$ cat src/hdl/tkls_pkg.sv
// Package with the word types, register codes and ordering functions of the top-k selector.
`default_nettype none
package tkls_pkg;
    localparam int unsigned IDX_W = 18;
    localparam int unsigned VAL_W = 32;

    typedef struct packed {
        logic [31:0] logit_bits;
        logic        last_logit;
    } in_word_t;

    typedef struct packed {
        logic [17:0] token;
        logic [31:0] value_bits;
        logic        is_finite;
        logic        last_of_run;
    } out_word_t;

    typedef struct packed {
        logic [31:0] bits;
        logic [17:0] idx;
        logic        last;
    } cand_t;

    typedef enum logic [1:0] {
        ST_RUN  = 2'd0,
        ST_SEND = 2'd1
    } back_state_t;

    localparam logic [0:0] REG_TOP_K = 1'b0;

    function automatic logic bits_finite(input logic [31:0] b);
        return b[30:23] != 8'hFF;
    endfunction

    function automatic logic [31:0] order_key(input logic [31:0] b);
        logic [31:0] k;
        if (b[30:0] == 31'd0) begin
            k = 32'h8000_0000;
        end else if (b[31]) begin
            k = ~b;
        end else begin
            k = b | 32'h8000_0000;
        end
        return k;
    endfunction

    function automatic logic new_beats(input logic [31:0] nb, input logic [31:0] kb);
        logic nf;
        logic kf;
        logic r;
        nf = bits_finite(nb);
        kf = bits_finite(kb);
        if (nf != kf) begin
            r = nf;
        end else if (!nf) begin
            r = 1'b0;
        end else begin
            r = order_key(nb) > order_key(kb);
        end
        return r;
    endfunction
endpackage
`default_nettype wire

$ cat src/hdl/tkls_front.sv
// Front end: accepts logit words, numbers them and places them in a short queue.
`default_nettype none
module tkls_front
    import tkls_pkg::*;
#(
    parameter int unsigned MAX_ITEMS = 262144,
    parameter int unsigned DEPTH     = 4
) (
    input  wire logic     aclk,
    input  wire logic     aresetn,
    input  wire logic     s_valid,
    output logic          s_ready,
    input  wire in_word_t s_data,
    output logic          q_valid,
    input  wire logic     q_ready,
    output cand_t         q_data
);
    localparam int unsigned AW = (DEPTH > 1) ? $clog2(DEPTH) : 1;
    localparam int unsigned CW = $clog2(DEPTH + 1);
    localparam int unsigned PW = $clog2(MAX_ITEMS);

    cand_t          fifo_reg [DEPTH];
    logic [AW-1:0]  wp_reg, rp_reg;
    logic [CW-1:0]  cnt_reg;
    logic [PW-1:0]  pos_reg, pos_next;
    logic           push, pop;

    assign s_ready = cnt_reg != CW'(DEPTH);
    assign q_valid = cnt_reg != '0;
    assign q_data  = fifo_reg[rp_reg];
    assign push    = s_valid && s_ready;
    assign pop     = q_valid && q_ready;

    always_comb begin
        if (s_data.last_logit || pos_reg == PW'(MAX_ITEMS - 1)) begin
            pos_next = '0;
        end else begin
            pos_next = pos_reg + PW'(1);
        end
    end

    always_ff @(posedge aclk) begin
        if (!aresetn) begin
            wp_reg  <= '0;
            rp_reg  <= '0;
            cnt_reg <= '0;
            pos_reg <= '0;
        end else begin
            if (push) begin
                wp_reg  <= (wp_reg == AW'(DEPTH - 1)) ? '0 : wp_reg + AW'(1);
                pos_reg <= pos_next;
            end
            if (pop) begin
                rp_reg <= (rp_reg == AW'(DEPTH - 1)) ? '0 : rp_reg + AW'(1);
            end
            cnt_reg <= cnt_reg + CW'(push) - CW'(pop);
        end
    end

    always_ff @(posedge aclk) begin
        if (push) begin
            fifo_reg[wp_reg].bits <= s_data.logit_bits;
            fifo_reg[wp_reg].idx  <= IDX_W'(pos_reg);
            fifo_reg[wp_reg].last <= s_data.last_logit;
        end
    end

    assert property (@(posedge aclk) disable iff (!aresetn) cnt_reg <= CW'(DEPTH))
        else $error("queue count above depth");
    assert property (@(posedge aclk) disable iff (!aresetn)
        (push && s_data.last_logit) |=> pos_reg == '0)
        else $error("position not cleared after last word");
    assert property (@(posedge aclk) disable iff (!aresetn)
        (cnt_reg == '0) |-> !q_valid)
        else $error("empty queue shows valid");
endmodule
`default_nettype wire

$ cat config.mk
export PLATFORM = sky130hd
export DESIGN_NAME = tkls_front
export DESIGN_NICKNAME = d
export VERILOG_FILES = /design/src/hdl/tkls_pkg.sv /design/src/hdl/tkls_front.sv
export SDC_FILE = /design/constraint.sdc
export NUM_CORES = 1
export LEC_CHECK = 0
export ABC_AREA = 0
export BUFFER_PORTS_ARGS = -buffer_cell sky130_fd_sc_hd__buf_4
export CORE_MARGIN = 2
export CORE_UTILIZATION = 45
export CTS_BUF_LIST = sky130_fd_sc_hd__clkbuf_4
export CTS_CLUSTER_SIZE = 20
export DETAILED_ROUTE_END_ITERATION = 7
export PLACE_DENSITY = 0.6
export SLEW_MARGIN = 20
export SYNTH_ARGS = -nofsm -noshare
export SYNTH_HDL_FRONTEND = slang
export SYNTH_SLANG_ARGS = --single-unit
$ cat constraint.sdc
create_clock -name aclk -period 6 [get_ports aclk]
set_clock_uncertainty 0.2 [all_clocks]
set_input_delay 0.3 -clock aclk [delete_from_list [all_inputs] [get_ports aclk]]
set_output_delay 0.3 -clock aclk [all_outputs]
set_load 0.03 [all_outputs]
==> results of run 1 <==
[per-layer routing]
| metal | part of all wire, % | track usage (%) |
|---|---|---|
| met5 | 0 | 0 |
| met1 | 44 | 19.7 |
| met2 | 51 | 26.4 |
| met3 | 4.3 | 4.09 |
| met4 | 0.99 | 5.26 |
[where the power goes]
group / internal [mW] / leakage (nW) / switching, mW
clock: 0.650 / 0.401 / 0.534
combinational: 0.453 / 1.16 / 0.606
sequential: 1.91 / 2.07 / 0.0672
[synthesized netlist by cell type (7+ instances only)]
master	instances	area, um^2
edfxtp_1	204	6130
nand2_1	16	60.1
clkbuf_1	8	30.0
inv_1	7	26.3
or3_1	7	43.8
nand3_1	11	55.1
mux4_2	51	1150
a21oi_1	11	55.1
nor2_1	10	37.5
buf_2	7	35.0
dfxtp_1	27	541
ha_1	8	100
[path summary, 6_finish.rpt]
| kind | to | cells after the start |
|---|---|---|
| worst min register to register | flop | 2 |
| worst min-delay path | fifo_reg[1][19] | 2 |
| worst max-delay path | q_data[13] | 3 |
| worst max register to register | cnt_reg[2] | 10 |
[cell type report]
class / instances / area [um^2]
fillers: 1460 / 8120
flip-flops and latches: 231 / 6670
multi-input cells: 163 / 1930
repair buffers: 133 / 1090
clock buffers: 81 / 608
well taps: 260 / 325
clock inverters: 7 / 53.8
inverters: 8 / 30.0
[kinds of logic (layout without fill, tap and decap cells)]
family                     count (synthesis)  after routing  share of synthesized area (%)
adders and majority gates                  9              9                           1.38
muxes                                     52             52                           13.3
buffers and inverters                     24            229                           1.15
xor gates and xnor gates                  11             11                           1.11
and+or+nand+nor                           70             70                           4.64
AOI/OAI and AO/OA                         21             21                           1.68
DFF                                      231            231                           76.7
[layout by cell type (no fill, tap or decap), types with 2 or more instances in the layout]
cell,instances
edfxtp_1,204
buf_4,95
clkbuf_4,81
mux4_2,51
dlygate4sd3_1,38
dfxtp_1,25
nand2_1,16
a21oi_1,11
nand3_1,11
nor2_1,10
ha_1,8
inv_1,7
or3_1,7
xnor2_1,6
o21ai_0,5
xor2_1,5
and3_2,4
clkinv_1,4
and2_1,3
nor4_1,3
inv_2,2
and4_1,2
and3_1,2
o31ai_1,2
or4_1,2
nand4_1,2
[per-stage QoR]
stage | utilization [%] | hold slack [ns] | area [um^2] | power, mW | worst slack (ns)
after global routing | 56.9 | 0.172 | 10700 | 4.44 | 2.56
after CTS | 56.9 | 0.146 | 10700 | 4.30 | 2.68
after floorplan | - | 0.199 | 8690 | 2.71 | 2.94
after detailed placement | 51.3 | 0.268 | 9670 | 3.08 | 3.33
final | 56.9 | 0.231 | 10700 | 4.22 | 2.84
after global placement | 51.3 | 0.265 | 9670 | 3.06 | 3.36
==> run metrics, run 1 <==
vias in the first global route=about 4800; die span in x=~140 um; Cells after DPL=between 700 and 800; via count=4447; Primary FF master, synth=edfxtp_1; critical path's slowest cell=dfxtp_4; Inserted Clock Buffers=55; first-pass GRT wire length=24400 um; number of synthesized flops with an enable pin=204; Worst IR Drop VDD=0.000188 V; CTS Sinks=231; Cell Chain, Critical Path=buf_4 -> mux4_2 -> buf_4; DRC=0; total track usage=15.6%; pin count of the biggest net entering global routing=52; final WL=between 15000 and 20000 um; Fmax=316 MHz; die area=around 0.020 mm^2; hpwl dp=8690 um; Die Span Y=143 um; clk root buf=clkbuf_4; delay-heaviest family, CP=buffers and inverters; # setup viols final=0; sequential share of the synthesized area=76.7%; reg-to-reg slack, setup=3.32 ns; initial antenna violation count=0; Yosys warning total=0; share of layout cells above drive strength 1=roughly two fifths; PortBufs=89; postcts setup bufs=0; synthesis-to-layout area growth=23.3%; Syn Nets=approximately 460; core area=0.0188 mm^2; CP endpoint kind=output port; CP Launch Type=flop; nets=638; actual slew at the worst max-slew pin=0.794 ns; final slew viol count=0; Max Fanout on Critical Path=31; max reg flops=204; post-route ant nets=0; DR WL/cell=17.4 um; async set-reset flop share out of synthesis=0%; Synth Instances=around 420; setup TNS=0 ns; Worst Hold Class=input pin to flop; IO Count=90; Post-CTS Resized=0; Netlist cell types=37; Cell Area, Synth=0.00869 mm^2; Req. time, crit path=5.50 ns; hold_buf cts=38; drt first-iter violations=165; Mean Syn Cell Area=between 20 and 25 um^2; PwrDens=approximately 390 mW/mm^2; Clk Latency, worst-skew pair=between 0.6 and 0.7 ns; worst r2r src=cnt_reg[2]; Reg clk slew, reported paths=0.06 ns; Rows=50; CTS tree=yes; antenna cell count=0; Starting Density=46.2%; crit-path max cell delay=between 0.6 and 0.7 ns; outcome=complete, no violations; max cap viols=0; Max clock buf depth=3; unrepaired setup endpoints after global routing=no; #FFs+latches synth=approximately 230; crit share post-route=52.7%; grt ovf=0; hold_sp=s_data[1]; CP Buf/Inv Count=2; critical path type=flop to output port; Max transition margin=47.1%; final hold vios=0; WP data arrival=around 2.7 ns; CTS H-Tree Depth=2; P_leak=3.63 nW; most used cell, CP=buf_4; Period minus WS final=about 3.2 ns; Cell Count, Final, Fillers Out=883; routability cong.=0.743; first-pass detailed-route iteration total=4; mean number of vias per cell=5.04
No activity file was read; power rests on OpenSTA's default activity.
==> inputs of run 2 (changes only) <==
--- a/config.mk
+++ b/config.mk
@@ -5,14 +5,14 @@
 export SDC_FILE = /design/constraint.sdc
 export NUM_CORES = 1
 export LEC_CHECK = 0
-export ABC_AREA = 0
+export ABC_AREA = 1
 export BUFFER_PORTS_ARGS = -buffer_cell sky130_fd_sc_hd__buf_4
 export CORE_MARGIN = 2
 export CORE_UTILIZATION = 45
 export CTS_BUF_LIST = sky130_fd_sc_hd__clkbuf_4
 export CTS_CLUSTER_SIZE = 20
 export DETAILED_ROUTE_END_ITERATION = 7
-export PLACE_DENSITY = 0.6
+export PLACE_DENSITY = 0.59
 export SLEW_MARGIN = 20
 export SYNTH_ARGS = -nofsm -noshare
 export SYNTH_HDL_FRONTEND = slang
==> constraint.sdc (replaced) <==
create_clock -name aclk -period 3 [get_ports aclk]
set_clock_uncertainty 0.2 [all_clocks]
set_input_delay 0.15 -clock aclk [delete_from_list [all_inputs] [get_ports aclk]]
set_output_delay 0.15 -clock aclk [all_outputs]
set_load 0.03 [all_outputs]
==> run 2 against run 1 <==
  * Final cell count rose by 35%
  * Via count rose by 36%
  * Sequential power rose by 110%
  * Sequential share of layout area fell by 3.0 points
  * Register-to-register slack got worse by 2.6 ns
  * First-iteration DRC count rose by 130%
  * Combinational power rose to 3.0 times the previous value
  * Clock-buffer cell count rose by 5
  * Worst setup slack got worse by 2.6 ns
  * Critical path depth rose by 1
  * Area after synthesis rose by 3.7%
  * Flip-flop and latch count did not move
==> run metrics, run 2 <==
outcome=complete, no violations; IO Count=90; Inserted Clock Buffers=60; via count=around 6000; cell count of the worst hold path=2; postcts setup bufs=0; number of synthesized flops with an enable pin=204; Max Fanout on Critical Path=37; delay-heaviest family, CP=buffers and inverters; Reg clk slew, reported paths=roughly 0.060 ns; most common cell in the netlist=edfxtp_1; Synth top cells by count=edfxtp_1 (204), nor2_1 (130), o21ai_0 (107), o22ai_1 (51), nand2_1 (47); reg2reg end=cnt_reg[0]; crit share post-route=91.6%; most used cell, CP=buf_4; Syn Nets=750; Hold Path Sink=fifo_reg[3][19]; hold_sp=s_data[1]; reg-to-reg slack, setup=between 0.7 and 0.8 ns; DRC=0; #FFs+latches synth=231; register area=0.00667 mm^2; Starting Density=46.1%; Netlist cell types=31; first-pass GRT wire length=31900 um; vias in the first global route=6404; worst r2r src=cnt_reg[1]; nets=around 900; top cells by area, synth=edfxtp_1 (68%), dfxtp_1 (6.0%), o21ai_0 (5.9%), nor2_1 (5.4%), o22ai_1 (3.5%); Req. time, crit path=2.65 ns; mean number of vias per cell=5.06; CTS Sinks=231; final hold vios=0; total track usage=18.9%; pre-CTS setup slack=0.878 ns; core area=0.0195 mm^2; Rows=about 50; Max transition margin=55.3%; die area=0.0212 mm^2; Mean Syn Cell Area=12.8 um^2; crit-path max cell delay=0.58 ns; Primary FF master, synth=edfxtp_1; Die Span Y=146 um; Period minus WS final=2.75 ns; critical path type=flop to output port; WP data arrival=2.40 ns; Post-CTS Resized=0; hold_ws=0.0489 ns; hold_buf cts=45; Worst Hold Class=input pin to flop; initial antenna violation count=1; routability cong.=0.733; sequential share of the synthesized area=74.0%; Worst IR Drop VDD=0.000456 V; Cell Count, Final, Fillers Out=~1200; die span in x=between 100 and 150 um; DR WL/cell=16.5 um; max reg flops=204; Clk Latency, worst-skew pair=0.65 ns; CTS H-Tree Depth=2; final WL=19700 um; Synth Instances=704; Cell Chain, Critical Path=buf_4 -> o21ai_0 -> o22ai_1 -> buf_4; first-pass detailed-route iteration total=5; post-route ant nets=0; Max clock buf depth=3; async set-reset flop share out of synthesis=0%; pin count of the biggest net entering global routing=57; share of layout cells above drive strength 1=24.2%; CTS tree=yes; Fill cells=1659; drt first-iter violations=about 380; Cell Area, Synth=0.00901 mm^2; PortBufs=89; most frequent cells in the layout=edfxtp_1 (204), nor2_1 (126), o21ai_0 (107); critical path's slowest cell=dfxtp_4; Fmax=364 MHz; hpwl dp=10900 um; max cap viols=0; Yosys top cell by area=edfxtp_1; synthesis-to-layout area growth=25.0%; CP Buf/Inv Count=2; final slew viol count=0; actual slew at the worst max-slew pin=0.670 ns; unrepaired setup endpoints after global routing=no; CP endpoint kind=output port; worst setup margin=0.252 ns; cell depth of the worst flop-to-flop path=10; # setup viols final=0; multi-input logic area=~0.0021 mm^2; clk root buf=clkbuf_4; final core utilization=57.7%; grt ovf=0; Yosys warning total=0; P_leak=4.13 nW; Cells after DPL=a little over 1000; CP Launch Type=flop; PwrDens=between 800 and 900 mW/mm^2; commonest non-fill, non-tap cell in the layout=edfxtp_1; post-synth top area share=approximately 70%
[run 2: per-stage QoR]
stage	instance area, um^2	TNS (ns)	total power, mW
floorplan	9010	-131.39	6.06
global placement	10100	0	7.23
detailed placement	10100	0	7.28
CTS	11200	0	9.91
global route	11300	0	10.3
finish	11300	0	9.78
[run 2: worst max path at each step]
| stage | from | end | cells after the start |
|---|---|---|---|
| finish | flop | q_data[8] | 4 |
| global route | flop | q_data[34] | 5 |
| CTS | flop | q_data[34] | 5 |
| detailed placement | cnt_reg[1] | cnt_reg[2] | 11 |
| global placement | cnt_reg[1] | cnt_reg[2] | 11 |
| floorplan | cnt_reg[1] | fifo_reg[0][0] | 5 |
[run 2: cells by family after synthesis]
group                      count (synthesis)  synth area share, %
DFF                                      231                 74.0
AOI/OAI and AO/OA                        167                 10.3
adders and majority gates                  9                 1.33
and+or+nand+nor                          218                 10.7
buffers and inverters                     74                 3.15
xor gates and xnor gates                   5                0.486
[run 2: final cells by class]
class / instances / area share, %
Clock buffer: 86 / 5.73
Clock inverter: 25 / 0.856
Tap cell: 265 / 2.94
Antenna cell: 1 / 0.0222
Inverter: 40 / 1.33
Sequential cell: 231 / 59.2
Multi-Input combinational cell: 399 / 18.6
Timing Repair Buffer: 146 / 11.3
[run 2: where the power goes]
group	internal (mW)	total (mW)	leakage (nW)	switching [mW]
clock network	1.32	2.54	0.440	1.22
logic	1.05	3.17	1.59	2.12
registers	3.88	4.07	2.10	0.186
total	6.25	9.78	4.13	3.53
[run 2: worst register-to-register path, delay by kind of cell (launching register included)]
family                   cells  cell delay [ns]
adder cells (fa/ha/maj)      2             0.53
AND/OR/NAND/NOR              4             0.40
flip-flops                   1             0.34
buffers and inverters        4             0.69
[run 2: per-layer routing]
layer	track usage (%)	routed length, um	part of all wire, %	vias to the layer above
li1	-	-	-	2913
met1	23.5	8580	44	2922
met5	0	0	0	-
met3	4.83	1150	5.8	34
met4	7.06	352	1.8	0
met2	31.9	9570	49	164
==> inputs of run 3 (changes only) <==
==> config.mk (replaced) <==
export PLATFORM = sky130hd
export DESIGN_NAME = tkls_front
export DESIGN_NICKNAME = d
export VERILOG_FILES = /design/src/hdl/tkls_pkg.sv /design/src/hdl/tkls_front.sv
export SDC_FILE = /design/constraint.sdc
export NUM_CORES = 1
export LEC_CHECK = 0
export ABC_AREA = 1
export CORE_MARGIN = 2
export CORE_UTILIZATION = 45
export CTS_BUF_LIST = sky130_fd_sc_hd__clkbuf_16
export CTS_CLUSTER_SIZE = 20
export DETAILED_ROUTE_END_ITERATION = 7
export DONT_BUFFER_PORTS = 1
export PLACE_DENSITY = 0.56
export SYNTH_ARGS = -nofsm -noshare
export SYNTH_HDL_FRONTEND = slang
export SYNTH_SLANG_ARGS = --single-unit
==> run 3 against run 2 <==
  * Combinational power barely moved
  * Die area did not move
  * Hold slack improved by 0.11 ns
  * Via count fell by 6.8%
  * Design area fell by 3.2%
  * First-iteration DRC count fell by 9.8%
  * Maximum frequency rose by 6.8%
  * Wire length fell by 3.1%
  * Final cell count fell by 9.5%
  * Highest routed layer unchanged
  * Flip-flop and latch count did not move
  * Critical path depth rose by 1
==> run metrics, run 3 (synthesis results as in run 2) <==
outcome=complete, no violations; Post-DP Area=between 0.009 and 0.01 mm^2; most used cell, CP=buf_4; Rows=51; grt ovf=0; via count=5624; Starting Density=46.1%; final core utilization=55.8%; CP Buf/Inv Count=3; first-pass detailed-route iteration total=4; delay-heaviest family, CP=buffers and inverters; unrepaired setup endpoints after global routing=no; Worst IR Drop VDD=0.000559 V; clk root buf=clkbuf_16; die span in x=146 um; total power=about 10 mW; CP endpoint kind=output port; post-route ant nets=0; vias in the first global route=5769; # setup viols final=0; max cap viols=0; WP data arrival=2.22 ns; initial antenna violation count=0; final WL=~19000 um; PwrDens=920 mW/mm^2; P_leak=3.89 nW; DRC=0; final hold vios=0; IO Count=90; mean number of vias per cell=5.21; nets=approximately 840; CTS H-Tree Depth=1; CP Launch Type=flop; Req. time, crit path=2.65 ns; drt first-iter violations=340; antenna cell count=0; Max transition margin=59.0%; actual slew at the worst max-slew pin=about 0.61 ns; crit share post-route=85.8%; Reg clk slew, reported paths=0.06 ns; Max clock buf depth=3; Max Fanout on Critical Path=38; critical path type=flop to output port; Cell Count, Final, Fillers Out=around 1100; most frequent cells in the layout=edfxtp_1 (204), nor2_1 (126), o21ai_0 (107); Fmax=between 300 and 400 MHz; hold_ws=about 0.15 ns; crit-path max cell delay=0.43 ns; pin count of the biggest net entering global routing=53; commonest non-fill, non-tap cell in the layout=edfxtp_1; critical path's slowest cell=buf_4; Inserted Clock Buffers=24; die area=0.0212 mm^2; hpwl dp=between 10000 and 15000 um; share of layout cells above drive strength 1=16.1%; CTS tree=yes; Cells after DPL=1000; Cell Chain, Critical Path=inv_2 -> buf_4 -> o21ai_0 -> o22ai_1 -> buf_4; Period minus WS final=2.57 ns; final slew viol count=0; max reg flops=204; Die Span Y=146 um; Fill cells=1638; synthesis-to-layout area growth=21.0%; core area=0.0195 mm^2; PortBufs=0; first-pass GRT wire length=30700 um; fin area=approximately 0.011 mm^2; CTS Sinks=231; DR WL/cell=17.6 um; routability cong.=0.746; Worst Hold Class=input pin to flop; Clk Latency, worst-skew pair=0.50 ns; total track usage=18.0%
==> run 3: worst register-to-register path: cells and delay by family, from the launching register on <==
kind / cells / cell delay, ns
and+or+nand+nor: 3 / 0.58
adders and majority gates: 3 / 0.82
AOI/OAI and AO/OA: 2 / 0.20
buffers and inverters: 3 / 0.20
DFF: 1 / 0.34
==> run 3: per-layer routing <==
layer	routed length, um	GRT usage (%)
met1	8360	23.9
met3	851	2.51
met2	9480	31.6
met5	0	0
met4	344	4.41
==> run 3: what timing repair did <==
item | CTS | global route
endpoints found under the hold margin | 188 | 0
buffers inserted | 0 | 0
setup endpoints to repair | 0 | 0
resized for setup | 0 | 0
hold buffers | 36 | 0
==> run 3: path summary, 6_finish.rpt <==
| path | startpoint | endpoint | slack [ns] | depth (start not counted) |
|---|---|---|---|---|
| min | s_data[4] | fifo_reg[2][22] | 0.15 | 1 |
| max | flop | q_data[12] | 0.43 | 5 |
| min reg2reg | pos_reg[0] | fifo_reg[2][1] | 0.36 | 0 |
| max reg2reg | cnt_reg[1] | cnt_reg[2] | 0.58 | 11 |
==> run 3: area by class of cell <==
class / instances / area, um^2 / share of cell area, %
flip-flops and latches: 231 / 6670 / 61.2
clock inverters: 18 / 123 / 1.12
repair buffers: 101 / 886 / 8.13
inverters: 40 / 150 / 1.38
well taps: 265 / 332 / 3.04
clock buffers: 26 / 651 / 5.97
multi-input cells: 399 / 2090 / 19.2
==> run 3: stage by stage <==
stage	setup TNS, ns	worst slack [ns]
6_report	0	0.426
5_1_grt	0	0.254
3_5_place_dp	0	0.614
4_1_cts	0	0.383
2_1_floorplan	-131.39	-0.644
3_3_place_gp	0	0.682
==> run 3: power breakdown <==
part	switching, mW	internal [mW]
registers	0.113	3.89
logic	2.20	0.982
clock network	1.13	1.72
total	3.44	6.58
